[config.mk]
export PLATFORM = sky130hd
export DESIGN_NAME = pcc_back
export DESIGN_NICKNAME = d
export VERILOG_FILES = /design/src/rtl/pcc_pkg.sv /design/src/rtl/pcc_back.sv
export SDC_FILE = /design/constraint.sdc
export NUM_CORES = 1
export LEC_CHECK = 0
export BUFFER_PORTS_ARGS = -buffer_cell sky130_fd_sc_hd__buf_2
export CELL_PAD_IN_SITES_DETAIL_PLACEMENT = 0
export CELL_PAD_IN_SITES_GLOBAL_PLACEMENT = 1
export CORE_MARGIN = 4
export CORE_UTILIZATION = 30
export CTS_CLUSTER_DIAMETER = 30
export DETAILED_ROUTE_END_ITERATION = 16
export GPL_ROUTABILITY_DRIVEN = 0
export PLACE_DENSITY_LB_ADDON = 0.12
export SYNTH_ARGS = -nofsm -noshare
export SYNTH_HDL_FRONTEND = slang
export SYNTH_SLANG_ARGS = --single-unit
[constraint.sdc]
create_clock -name aclk -period 5.15 [get_ports aclk]
set_input_delay 0.2575 -clock aclk [delete_from_list [all_inputs] [get_ports aclk]]
set_output_delay 0.2575 -clock aclk [all_outputs]
set_load 0.05 [all_outputs]
[src/rtl/pcc_pkg.sv]
`timescale 1ns / 1ps
// ----------------------------------------------------------------------------
// pcc_pkg
// shared types, constants and the per-pixel power factor tables
// ----------------------------------------------------------------------------
package pcc_pkg;

    localparam int FRACTION_BITS = 8;
    localparam int VAL_W     = 19;                    // operand width
    localparam int S2        = 2 * FRACTION_BITS;     // product fraction bits
    localparam int NINT      = VAL_W - 1 - FRACTION_BITS; // exponent integer bits
    localparam int NPOW      = NINT + FRACTION_BITS;  // power multiply steps
    localparam int DIV_STEPS = 8;                     // quotient bits below 256
    localparam int MOD_STEPS = 8 + FRACTION_BITS;     // bits of x << FRACTION_BITS
    localparam int NSTEP     = (NPOW > MOD_STEPS) ? NPOW : MOD_STEPS;
    localparam int P_W       = 2 * VAL_W;             // signed product width
    localparam int PU_W      = P_W - 1;               // positive product width
    localparam int DN_W      = 8 + S2;                // divide numerator width
    localparam int DC_W      = PU_W + DIV_STEPS;      // divide compare width
    localparam int MN_W      = 8 + FRACTION_BITS;     // modulo numerator width
    localparam int MC_W      = VAL_W + MOD_STEPS - 1; // modulo compare width

    typedef enum logic [2:0] {
        OP_ADD = 3'd0,
        OP_SUB = 3'd1,
        OP_MUL = 3'd2,
        OP_DIV = 3'd3,
        OP_MOD = 3'd4,
        OP_POW = 3'd5,
        OP_RS6 = 3'd6,
        OP_RS7 = 3'd7
    } op_t;

    typedef enum logic [2:0] {
        MODE_GRAY0 = 3'd0,
        MODE_GRAY1 = 3'd1,
        MODE_GRAY2 = 3'd2,
        MODE_RED   = 3'd3,
        MODE_GREEN = 3'd4,
        MODE_BLUE  = 3'd5,
        MODE_RS6   = 3'd6,
        MODE_RS7   = 3'd7
    } mode_t;

    typedef enum logic [1:0] {
        REG_OPERATION = 2'd0,
        REG_VALUE_ONE = 2'd1,
        REG_VALUE_TWO = 2'd2,
        REG_CHAN_MODE = 2'd3
    } reg_idx_t;

    typedef struct packed {
        op_t                      op;
        logic signed [VAL_W-1:0]  v1;
        logic signed [VAL_W-1:0]  v2;
        mode_t                    mode;
    } cfg_t;

    typedef struct packed {
        logic [7:0]              red;
        logic [7:0]              green;
        logic [7:0]              blue;
        logic [7:0]              alpha;
    } pix_t;

    typedef struct packed {
        pix_t                    pix;
        logic [7:0]              x;
        logic signed [P_W-1:0]   p;
        logic [7:0]              simple;
        logic                    dsat;
        logic [DN_W-1:0]         drem;
        logic [DIV_STEPS-1:0]    dquo;
        logic [MN_W-1:0]         mrem;
        logic                    acc_one;
        logic [31:0]             acc;
    } st_t;

    typedef logic [NPOW-1:0][255:0][31:0] ftab_t;

    function automatic logic [63:0] isqrt64(input logic [63:0] n);
        logic [63:0] rem;
        logic [63:0] res;
        logic [63:0] bit_v;
        rem   = n;
        res   = '0;
        bit_v = 64'd1 << 62;
        for (int i = 0; i < 32; i++) begin
            if (rem >= res + bit_v) begin
                rem = rem - (res + bit_v);
                res = (res >> 1) + bit_v;
            end else begin
                res = res >> 1;
            end
            bit_v = bit_v >> 2;
        end
        return res;
    endfunction

    // factor per step and pixel value: squares of the base, then square roots
    function automatic ftab_t build_ftab();
        ftab_t       t;
        logic [63:0] b;
        logic [63:0] r;
        t = '0;
        for (int x = 0; x < 256; x++) begin
            b = (64'(x) << 32) / 64'd255;
            r = b;
            for (int j = 0; j < NINT; j++) begin
                t[j][x] = b[31:0];
                b = 64'((b[31:0] * 64'(b[31:0])) >> 32);
            end
            for (int k = 0; k < FRACTION_BITS; k++) begin
                r = isqrt64({r[31:0], 32'd0});
                t[NINT+k][x] = r[31:0];
            end
        end
        return t;
    endfunction

    localparam ftab_t FTAB = build_ftab();

    // clamp to 0..255 after dropping the product fraction bits
    function automatic logic [7:0] clamp_fix(input logic signed [P_W+8:0] v);
        logic [7:0] q;
        if (v <= 0) begin
            q = 8'd0;
        end else if (v[P_W+8:S2] > 255) begin
            q = 8'd255;
        end else begin
            q = v[S2+7:S2];
        end
        return q;
    endfunction

endpackage

[src/rtl/pcc_back.sv]
`timescale 1ns / 1ps
// ----------------------------------------------------------------------------
// pcc_back
// result pick with special cases, channel write-back and output register
// ----------------------------------------------------------------------------
module pcc_back import pcc_pkg::*; (
    input  logic  aclk,
    input  logic  aresetn,
    input  logic  en,
    input  cfg_t  cfg,
    input  logic  in_valid,
    input  st_t   in_st,
    output logic  out_valid,
    output pix_t  out_pix
);

    logic        valid_reg;
    pix_t        pix_reg;
    pix_t        pix_next;
    logic [7:0]  res;
    logic [39:0] pw;

    always_comb begin
        pw = 40'(in_st.acc) * 40'd255;
        case (cfg.op)
            OP_ADD, OP_SUB, OP_MUL: res = in_st.simple;
            OP_DIV: begin
                if (cfg.v2 == 0) begin
                    res = 8'd0;
                end else if (cfg.v1 == 0) begin
                    res = (in_st.x != 0 && !cfg.v2[VAL_W-1]) ? 8'd255 : 8'd0;
                end else if (in_st.p < 0) begin
                    res = 8'd0;
                end else if (in_st.dsat) begin
                    res = 8'd255;
                end else begin
                    res = in_st.dquo;
                end
            end
            OP_MOD: begin
                res = (cfg.v2 == 0) ? 8'd0 : in_st.mrem[MN_W-1:FRACTION_BITS];
            end
            OP_POW: begin
                if (in_st.x == 8'd255 || cfg.v2 == 0 || cfg.v2[VAL_W-1]) begin
                    res = 8'd255;
                end else if (in_st.x == 8'd0) begin
                    res = 8'd0;
                end else if (in_st.acc_one) begin
                    res = 8'd255;
                end else begin
                    res = pw[39:32];
                end
            end
            default: res = 8'd0;
        endcase

        pix_next = in_st.pix;
        case (cfg.mode)
            MODE_GRAY0, MODE_GRAY1, MODE_GRAY2: begin
                pix_next.red   = res;
                pix_next.green = res;
                pix_next.blue  = res;
                pix_next.alpha = 8'd255;
            end
            MODE_RED:   pix_next.red   = res;
            MODE_GREEN: pix_next.green = res;
            MODE_BLUE:  pix_next.blue  = res;
            default:    pix_next = in_st.pix;
        endcase
    end

    always_ff @(posedge aclk) begin
        if (!aresetn) begin
            valid_reg <= 1'b0;
        end else if (en) begin
            valid_reg <= in_valid;
        end
    end

    always_ff @(posedge aclk) begin
        if (en) begin
            pix_reg <= pix_next;
        end
    end

    assign out_valid = valid_reg;
    assign out_pix   = pix_reg;

endmodule
==> flow_summary.yaml <==
placement:
  io_buffer_count: 179
  post-place-cells: 1245
  dp_hpwl_um: 17300
power:
  power_switching_mw: 2.25
  seqPwrFrac_pct: 7.5
  ir_drop_v: 0.000208
  cellPowerDensity_nw_per_um2: 506
  leakage_nw: 4.45
  comb_power_share_pct: 86.4
  sw_frac_of_total_pct: 49.9
  p_int_mw: 2.26
  p_total_mw: 4.52
  clkPwrFrac_pct: 6.0
logic_synthesis:
  synth_area_um2: 7090
  synth-edff-count: 32
  ys_async_sr_fraction_pct: 0
  synthCells: 706
  syn-num-nets: 1129
  yosys.area.top_type: "fa_1"
  ys_ff_latch: 33
  syn_avg_cell_area_um2: 10.0
  yosysMostFrequentCell: "inv_1"
  synth_area_leaders: "fa_1, edfxtp_1, ha_1"
  synthTopCellsByCount: "inv_1, fa_1, ha_1"
  synthFlopType: "edfxtp_1"
  synth_cell_types: 62
  synth.yosys.seq_area_share_pct: 13.8
  yosysWarnings: 0
  yosys.area.top_type_share_pct: 42.1
global_route:
  track_usage_pct: 14.9
  grtUsageMet1_pct: 19.9
  grt.met3_usage_pct: 1.85
  grt_pass1_wl_um: 32000
  grt_pass1_vias: 6379
  grtUsageMet2_pct: 26.7
  grt_antenna_before_repair: 2
  busiest_layer: "met2"
  gr-total-overflow: 0
  grt_start_max_net_pins: 34
detailed_routing:
  drtPass1Iterations: 4
  drcViolationCount: 0
  num_vias: 5630
  postRouteAntennaNets: 0
  viasPerCell: 4.48
  drtIter0Drc: 233
  wl_per_cell_um: 14.8
  routed_wl_um: 18600
clocking:
  clockRootBuffer: "clkbuf_16"
  clock_latency_ps: 270
  cts_hold_buf: 0
  cts_buffers: 5
  cts_buffer_depth: 2
  h-tree-depth: 2
  tritoncts: "yes"
  cts_sinks: 33
  clkTransAtPathRegs_ps: 50
timing:
  holdWs_ps: 206
  maxSlewHeadroom_pct: 40.5
  tightest_slew_ps: 890
  tns_ps: 0
  finalMaxSlewViolations: 0
  finalCriticalPeriod_ps: 4900
  finalSetupViolations: 0
  finClkSkew_ps: 0
  fmaxAchievable_mhz: 204
  rsz0062_at_grt: "false"
  hold_viol_final: 0
  final.period_utilization_pct: 95.2
floorplan:
  io-pin-count: 249
  dieArea_um2: 26100
  fp.dieW_um: 162
  die_h_um: 162
  core-area_um2: 22900
  start_util_pct: 30.9
  fp-row-count: 55
setup_path:
  crit_path_frequent_cell: "inv_1"
  cp_slowest_cell: "or4b_1"
  arrival_ps: 4910
  crit_fanout: 4
  start_kind: "input port"
  cp_top_family: "adder cells"
  worstPathRequired_ps: 5160
  path_buf_inv: 7
  crit_chain: "buf_2, inv_1, fa_2, fa_1, inv_1, fa_1, inv_1, fa_1, inv_1, ha_1, buf_4, nand4_1, or4_1, nand3_1, a221oi_2, or4b_1, a21oi_2, buf_4, o21ai_0"
  cpPeakStageDelay_ps: 560
  end_kind: "flop"
  critPathKind: "in -> reg"
run:
  maxCapViolCount: 0
cells_and_area:
  fin_cells: 1256
  layout-drive-gt1-share_pct: 28.6
  syn_to_final_growth_pct: 26.2
  nets: 1363
outcome:
  status: "complete, no violations"
hold_path:
  hold_path_class: "in -> reg"
## final cells by class
cell class | count | area, um2
Sequential cell | 33 | 981
Timing Repair Buffer | 232 | 1290
Clock inverter | 3 | 12.5
Antenna cell | 2 | 5.00
Inverter | 190 | 721
Multi-Input combinational cell | 478 | 5410
Fill cell | 2403 | 14000
Clock buffer | 5 | 125
Tap cell | 313 | 392
## worst paths after layout
check,start,to,slack [ps],cells after the start
min reg2reg,out_valid,out_valid,530,2
max reg2reg,out_valid,out_valid,4550,2
min,aresetn,out_valid,210,2
max,in_st[14],out_pix[12],250,19
## per-stage QoR
stage                     worst slack (ps)  utilization, %  instance area (um2)
after floorplan                        341               -                 7090
after global placement                -140            38.1                 8730
after detailed placement              -171            38.1                 8730
after CTS                              110            38.7                 8870
after global routing                  6.38            39.0                 8940
final                                  247            39.0                 8940
## power groups by stage
stage / logic, mW / clock network (mW) / registers, mW
global route: 4.54 / 0.295 / 0.343
floorplan: 2.53 / 0 / 0.456
finish: 3.91 / 0.273 / 0.340
global placement: 3.88 / 0 / 0.345
detailed placement: 3.86 / 0 / 0.346
CTS: 3.90 / 0.280 / 0.341
## sequential cells by signal, indices dropped and copies added (netlist names)
signal / flops
out_pix: 32
out_valid: 1
## layout by cell type (no fill, tap or decap), types with 24 or more instances in the layout
master    instances
a21oi_1          32
buf_2           179
buf_4            53
edfxtp_1         32
fa_1            147
ha_1             58
inv_1           188
nand2_1          24
nor2_1           38
o21ai_0          26
## logic make-up (layout without fill, tap and decap cells)
logic type | after synthesis | count (layout) | share of synthesized area (%)
adders and majority gates | 207 | 207 | 52.3
buffers and inverters | 195 | 430 | 10.5
AOI/OAI and AO/OA | 137 | 137 | 12.9
and+or+nand+nor | 129 | 129 | 9.73
DFF | 33 | 33 | 13.8
xor gates and xnor gates | 3 | 3 | 0.371
muxes | 2 | 2 | 0.283
other | 0 | 2 | 0
## repair_timing
item                                    in CTS  in global routing
endpoints found under the setup margin       0                 12
setup buffers                                0                  1
resized for setup                            0                 14
## metal layers
layer,share of wire [%],wire length [um],up-vias
li1,-,-,2802
met1,44,8140,2698
met2,51,9500,120
met3,4.1,769,10
met4,0.87,161,0
met5,0,0,-
(Power assumes the default switching activity.)
