**src/rtl/pcc_pkg.sv**
```systemverilog
`timescale 1ns / 1ps
// ----------------------------------------------------------------------------
// pcc_pkg
// shared types, constants and the per-pixel power factor tables
// ----------------------------------------------------------------------------
package pcc_pkg;

    localparam int FRACTION_BITS = 8;
    localparam int VAL_W     = 19;                    // operand width
    localparam int S2        = 2 * FRACTION_BITS;     // product fraction bits
    localparam int NINT      = VAL_W - 1 - FRACTION_BITS; // exponent integer bits
    localparam int NPOW      = NINT + FRACTION_BITS;  // power multiply steps
    localparam int DIV_STEPS = 8;                     // quotient bits below 256
    localparam int MOD_STEPS = 8 + FRACTION_BITS;     // bits of x << FRACTION_BITS
    localparam int NSTEP     = (NPOW > MOD_STEPS) ? NPOW : MOD_STEPS;
    localparam int P_W       = 2 * VAL_W;             // signed product width
    localparam int PU_W      = P_W - 1;               // positive product width
    localparam int DN_W      = 8 + S2;                // divide numerator width
    localparam int DC_W      = PU_W + DIV_STEPS;      // divide compare width
    localparam int MN_W      = 8 + FRACTION_BITS;     // modulo numerator width
    localparam int MC_W      = VAL_W + MOD_STEPS - 1; // modulo compare width

    typedef enum logic [2:0] {
        OP_ADD = 3'd0,
        OP_SUB = 3'd1,
        OP_MUL = 3'd2,
        OP_DIV = 3'd3,
        OP_MOD = 3'd4,
        OP_POW = 3'd5,
        OP_RS6 = 3'd6,
        OP_RS7 = 3'd7
    } op_t;

    typedef enum logic [2:0] {
        MODE_GRAY0 = 3'd0,
        MODE_GRAY1 = 3'd1,
        MODE_GRAY2 = 3'd2,
        MODE_RED   = 3'd3,
        MODE_GREEN = 3'd4,
        MODE_BLUE  = 3'd5,
        MODE_RS6   = 3'd6,
        MODE_RS7   = 3'd7
    } mode_t;

    typedef enum logic [1:0] {
        REG_OPERATION = 2'd0,
        REG_VALUE_ONE = 2'd1,
        REG_VALUE_TWO = 2'd2,
        REG_CHAN_MODE = 2'd3
    } reg_idx_t;

    typedef struct packed {
        op_t                      op;
        logic signed [VAL_W-1:0]  v1;
        logic signed [VAL_W-1:0]  v2;
        mode_t                    mode;
    } cfg_t;

    typedef struct packed {
        logic [7:0]              red;
        logic [7:0]              green;
        logic [7:0]              blue;
        logic [7:0]              alpha;
    } pix_t;

    typedef struct packed {
        pix_t                    pix;
        logic [7:0]              x;
        logic signed [P_W-1:0]   p;
        logic [7:0]              simple;
        logic                    dsat;
        logic [DN_W-1:0]         drem;
        logic [DIV_STEPS-1:0]    dquo;
        logic [MN_W-1:0]         mrem;
        logic                    acc_one;
        logic [31:0]             acc;
    } st_t;

    typedef logic [NPOW-1:0][255:0][31:0] ftab_t;

    function automatic logic [63:0] isqrt64(input logic [63:0] n);
        logic [63:0] rem;
        logic [63:0] res;
        logic [63:0] bit_v;
        rem   = n;
        res   = '0;
        bit_v = 64'd1 << 62;
        for (int i = 0; i < 32; i++) begin
            if (rem >= res + bit_v) begin
                rem = rem - (res + bit_v);
                res = (res >> 1) + bit_v;
            end else begin
                res = res >> 1;
            end
            bit_v = bit_v >> 2;
        end
        return res;
    endfunction

    // factor per step and pixel value: squares of the base, then square roots
    function automatic ftab_t build_ftab();
        ftab_t       t;
        logic [63:0] b;
        logic [63:0] r;
        t = '0;
        for (int x = 0; x < 256; x++) begin
            b = (64'(x) << 32) / 64'd255;
            r = b;
            for (int j = 0; j < NINT; j++) begin
                t[j][x] = b[31:0];
                b = 64'((b[31:0] * 64'(b[31:0])) >> 32);
            end
            for (int k = 0; k < FRACTION_BITS; k++) begin
                r = isqrt64({r[31:0], 32'd0});
                t[NINT+k][x] = r[31:0];
            end
        end
        return t;
    endfunction

    localparam ftab_t FTAB = build_ftab();

    // clamp to 0..255 after dropping the product fraction bits
    function automatic logic [7:0] clamp_fix(input logic signed [P_W+8:0] v);
        logic [7:0] q;
        if (v <= 0) begin
            q = 8'd0;
        end else if (v[P_W+8:S2] > 255) begin
            q = 8'd255;
        end else begin
            q = v[S2+7:S2];
        end
        return q;
    endfunction

endpackage

```
**src/rtl/pcc_front.sv**
```systemverilog
`timescale 1ns / 1ps
// ----------------------------------------------------------------------------
// pcc_front
// channel pick, operand product and the direct add, subtract and multiply
// ----------------------------------------------------------------------------
module pcc_front import pcc_pkg::*; (
    input  logic  aclk,
    input  logic  aresetn,
    input  logic  en,
    input  cfg_t  cfg,
    input  logic  in_valid,
    input  pix_t  in_pix,
    output logic  out_valid,
    output st_t   out_st
);

    logic               a_valid_reg;
    pix_t               a_pix_reg;
    logic [7:0]         a_x_reg;
    logic signed [P_W-1:0] a_p_reg;
    logic [7:0]         x_next;
    logic signed [P_W-1:0] p_next;

    logic               b_valid_reg;
    st_t                b_st_reg;
    st_t                b_st_next;

    logic signed [P_W+8:0] xs;
    logic signed [P_W+8:0] pe;
    logic signed [P_W+8:0] mulv;
    logic [DC_W-1:0]    pu_sh;

    always_comb begin
        case (cfg.mode)
            MODE_GREEN: x_next = in_pix.green;
            MODE_BLUE:  x_next = in_pix.blue;
            default:    x_next = in_pix.red;
        endcase
        p_next = P_W'(cfg.v1) * P_W'(cfg.v2);
    end

    always_ff @(posedge aclk) begin
        if (!aresetn) begin
            a_valid_reg <= 1'b0;
            b_valid_reg <= 1'b0;
        end else if (en) begin
            a_valid_reg <= in_valid;
            b_valid_reg <= a_valid_reg;
        end
    end

    always_ff @(posedge aclk) begin
        if (en) begin
            a_pix_reg <= in_pix;
            a_x_reg   <= x_next;
            a_p_reg   <= p_next;
            b_st_reg  <= b_st_next;
        end
    end

    always_comb begin
        xs    = (P_W+9)'({a_x_reg, S2'(0)});
        pe    = (P_W+9)'(a_p_reg);
        mulv  = $signed({1'b0, a_x_reg}) * a_p_reg;
        pu_sh = {a_p_reg[PU_W-1:0], DIV_STEPS'(0)};

        b_st_next        = '0;
        b_st_next.pix    = a_pix_reg;
        b_st_next.x      = a_x_reg;
        b_st_next.p      = a_p_reg;
        case (cfg.op)
            OP_ADD:  b_st_next.simple = clamp_fix(xs + pe);
            OP_SUB:  b_st_next.simple = clamp_fix(xs - pe);
            default: b_st_next.simple = clamp_fix(mulv);
        endcase
        b_st_next.drem    = {a_x_reg, S2'(0)};
        b_st_next.dsat    = DC_W'({a_x_reg, S2'(0)}) >= pu_sh;
        b_st_next.dquo    = '0;
        b_st_next.mrem    = {a_x_reg, FRACTION_BITS'(0)};
        b_st_next.acc_one = 1'b1;
        b_st_next.acc     = '0;
    end

    assign out_valid = b_valid_reg;
    assign out_st    = b_st_reg;

endmodule

```
**config.mk**
```make
export PLATFORM = sky130hd
export DESIGN_NAME = pcc_front
export DESIGN_NICKNAME = d
export VERILOG_FILES = /design/src/rtl/pcc_pkg.sv /design/src/rtl/pcc_front.sv
export SDC_FILE = /design/constraint.sdc
export NUM_CORES = 2
export LEC_CHECK = 0
export BUFFER_PORTS_ARGS = -buffer_cell sky130_fd_sc_hd__buf_4
export CORE_AREA = 2 2 226 228
export CTS_CLUSTER_DIAMETER = 50
export DETAILED_ROUTE_END_ITERATION = 16
export DIE_AREA = 0 0 228 230
export PLACE_DENSITY = 0.84
export RECOVER_POWER = 100
export REMOVE_ABC_BUFFERS = 1
export SYNTH_ARGS = -nofsm -noshare
export SYNTH_HDL_FRONTEND = slang
export SYNTH_SLANG_ARGS = --single-unit
```
**constraint.sdc**
```tcl
create_clock -name aclk -period 8.6 [get_ports aclk]
set_clock_uncertainty 0.1 [all_clocks]
set_input_delay 0 -clock aclk [delete_from_list [all_inputs] [get_ports aclk]]
set_output_delay 0 -clock aclk [all_outputs]
set_load 0.03 [all_outputs]
```
==> reports/metrics.cfg <==
[floorplan]
fp-row-count=82
initial_core_util_pct=63.5
core_area_um2=49900
die_h_um=230
fp.dieW_um=228
ios=249
die_area_um2=52400

[clock_tree]
ctsRootBufferMaster=clkbuf_16
cts_tree=built
cts_resized=0
clkTransAtPathRegs_ns=0.08
post-cts-setup-buffers=0
ctsHoldBuffers=38
cts_max_level=4
cts_buffer_depth=2
numCtsBuffers=17
clock_latency_ns=0.46
cts.sinks=167

[synth]
yosysWarnings=0
synth_largest_area_cell=fa_1
async_flop_share_pct=0
synth-edff-count=165
synthTopCellsByCount=inv_1, fa_1, nand2_1, and2_1, ha_1
synth-simple-area-share_pct=15.4
seq_area_frac_synth_pct=15.8
synth-seq-cells=167
syn_area_um2=31700
yosysUniqueCellTypes=85
avgSynthCellArea_um2=9.56
synth.area.mux_share_pct=0.577
synth_xor_area_share_pct=1.91
syn_inst=3312
synth_flop_cell=edfxtp_1
yosysTopAreaCellShare_pct=38.2
synthMostInstantiatedCell=inv_1
synth.area.top_cells=fa_1, edfxtp_1, ha_1
synth_adder_area_share_pct=47.6
synth_compound_area_share_pct=6.71
synth_top_family_by_area=adder cells

[critical_path]
r2r_slack_ns=0.33
start_kind=flip-flop
path_class=flip-flop to flip-flop
critPathMostFrequentCell=fa_1
critPathArrivalTime_ns=8.37
cp_max_fo=23
rr_worst_depth=20
critPathCaptureType=flip-flop
required_ns=8.70
worstPathCellList=clkbuf_1 > nand2_1 > fa_1 > inv_1 > fa_1 > fa_1 > inv_1 > fa_1 > inv_1 > ha_1 > a2111oi_0 > a211o_1 > a2111oi_0 > nor3_1 > o221a_2 > and4_1 > nand4_1 > nor3_1 > o21ai_0 > or4_1
critPathCapture=out_st[89]
setup.worst_path.start=a_x_reg[1]
worst_path_max_delay_cell=edfxtp_1
r2r_end=out_st[89]
reg2reg_from=a_x_reg[1]
critPathMaxStageDelay_ns=0.98

[final_layout]
final_area_um2=33600
layout.nets=4328
antenna_cells=0
areaGrowthSynthToFinish_pct=6.21
postLayoutCoreUtil_pct=67.5
largest_register_ffs=87
drive_gt1_share_pct=4.10

[sta]
min_period_over_period_pct=96.1
post-route-min-period_ns=8.27
rsz0062_at_grt=false
finalHoldViolCount=0
slew-limit-headroom_pct=-188
fmax_ghz=0.121
tns_ns=0
timing.hold.ws_ns=0.0288
tightest_slew_ns=4.32
drv_slew=170
setup_violations=0

[routing]
ant_nets=0
drc=0
vias=23200
drt-wirelength-per-cell_um=19.2
routed_via_density=5.67
first_pass_iters=5
drt_wl_total_um=78400
drtIter0Drc=1713

[run]
maxCapViolCount=2

[worst_hold_path]
hp-class=input port to flip-flop

[global_routing]
grt_use_total_pct=31.0
grt_pass1_vias=25000
grt_antenna_before_repair=0
grt-ovfl-total=0
grt_max_degree=90
grt_pass1_wl_um=128000

[place]
hpwlAfterDp_um=60500
io_buffers=183
dpl_cell_area_um2=33100
routabilityCongestion=0.988

[outcome]
status=complete, but fails checks
violations=max-capacitance violations, max-slew violations

[cell type report]
class | count | area [um2]
Multi-Input combinational cell | 2283 | 23100
Fill cell | 3856 | 16200
Sequential cell | 167 | 4990
Inverter | 695 | 2610
Timing Repair Buffer | 241 | 1460
Tap cell | 672 | 841
Clock buffer | 17 | 425
Clock inverter | 15 | 184
[cells by family after synthesis]
group	count (synthesis)
AO/OA/AOI/OAI	325
XOR/XNOR	69
adder cells (fa/ha/maj)	843
buffers and inverters	925
flip-flops	167
multiplexers	18
other	2
AND/OR/NAND/NOR	963
[through the flow]
stage / instances / setup WS, ns
floorplan: 3145 / 1.85
finish: 4090 / 0.334
CTS: 4090 / 0.655
global route: 4090 / 0.133
detailed placement: 4020 / 0.656
global placement: 4020 / 0.778
[worst max-delay path: cells and delay by family (launching register included)]
| kind | cells | cell delay (ns) |
|---|---|---|
| flops | 1 | 0.98 |
| compound gates | 5 | 1.81 |
| buf+inv | 4 | 0.61 |
| simple gates | 6 | 2.17 |
| fa+ha+maj | 5 | 2.33 |
[routing by layer]
metal  up-vias  routed length, um  global-route usage [%]
met5         -                  0                       0
met4         0               3380                    13.0
met2      1163              39200                    54.2
met3       253               5650                    3.97
li1      10200                  -                       -
met1     11500              30100                    39.1
[placed cells by master (no fill, tap or decap), types with 14 or more instances in the layout]
cell type,Yosys,layout
nor3_1,31,31
clkbuf_1,143,122
o21ai_0,66,67
clkbuf_4,0,21
xnor2_1,56,56
a21o_1,43,43
buf_4,82,58
nand2b_1,24,24
a21oi_1,91,91
dlygate4sd3_1,0,38
o21bai_1,15,15
clkbuf_16,0,17
nor2_1,66,66
nand2_1,395,395
nor2b_1,14,14
fa_1,604,604
ha_1,239,239
inv_1,695,695
mux2i_1,16,16
nand3_1,27,27
and2_1,299,296
nand4_1,22,22
edfxtp_1,165,165
conb_1,2,65
[worst min-delay path by stage]
stage                     startpoint           end  slack (ns)  cells past startpoint
after floorplan            in_pix[0]  a_pix_reg[0]      -0.001                      0
after global placement     in_pix[1]  a_pix_reg[1]        0.08                      1
final                        cfg[41]    out_st[89]        0.03                      4
after CTS                    cfg[41]    out_st[89]        0.01                      4
after detailed placement   in_pix[5]  a_pix_reg[5]        0.08                      1
after global routing         cfg[41]    out_st[89]        0.06                      4
Power is left out: the tool's default activity adds up to more than one toggle a clock period on the data nets, which glitch-free logic cannot reach.
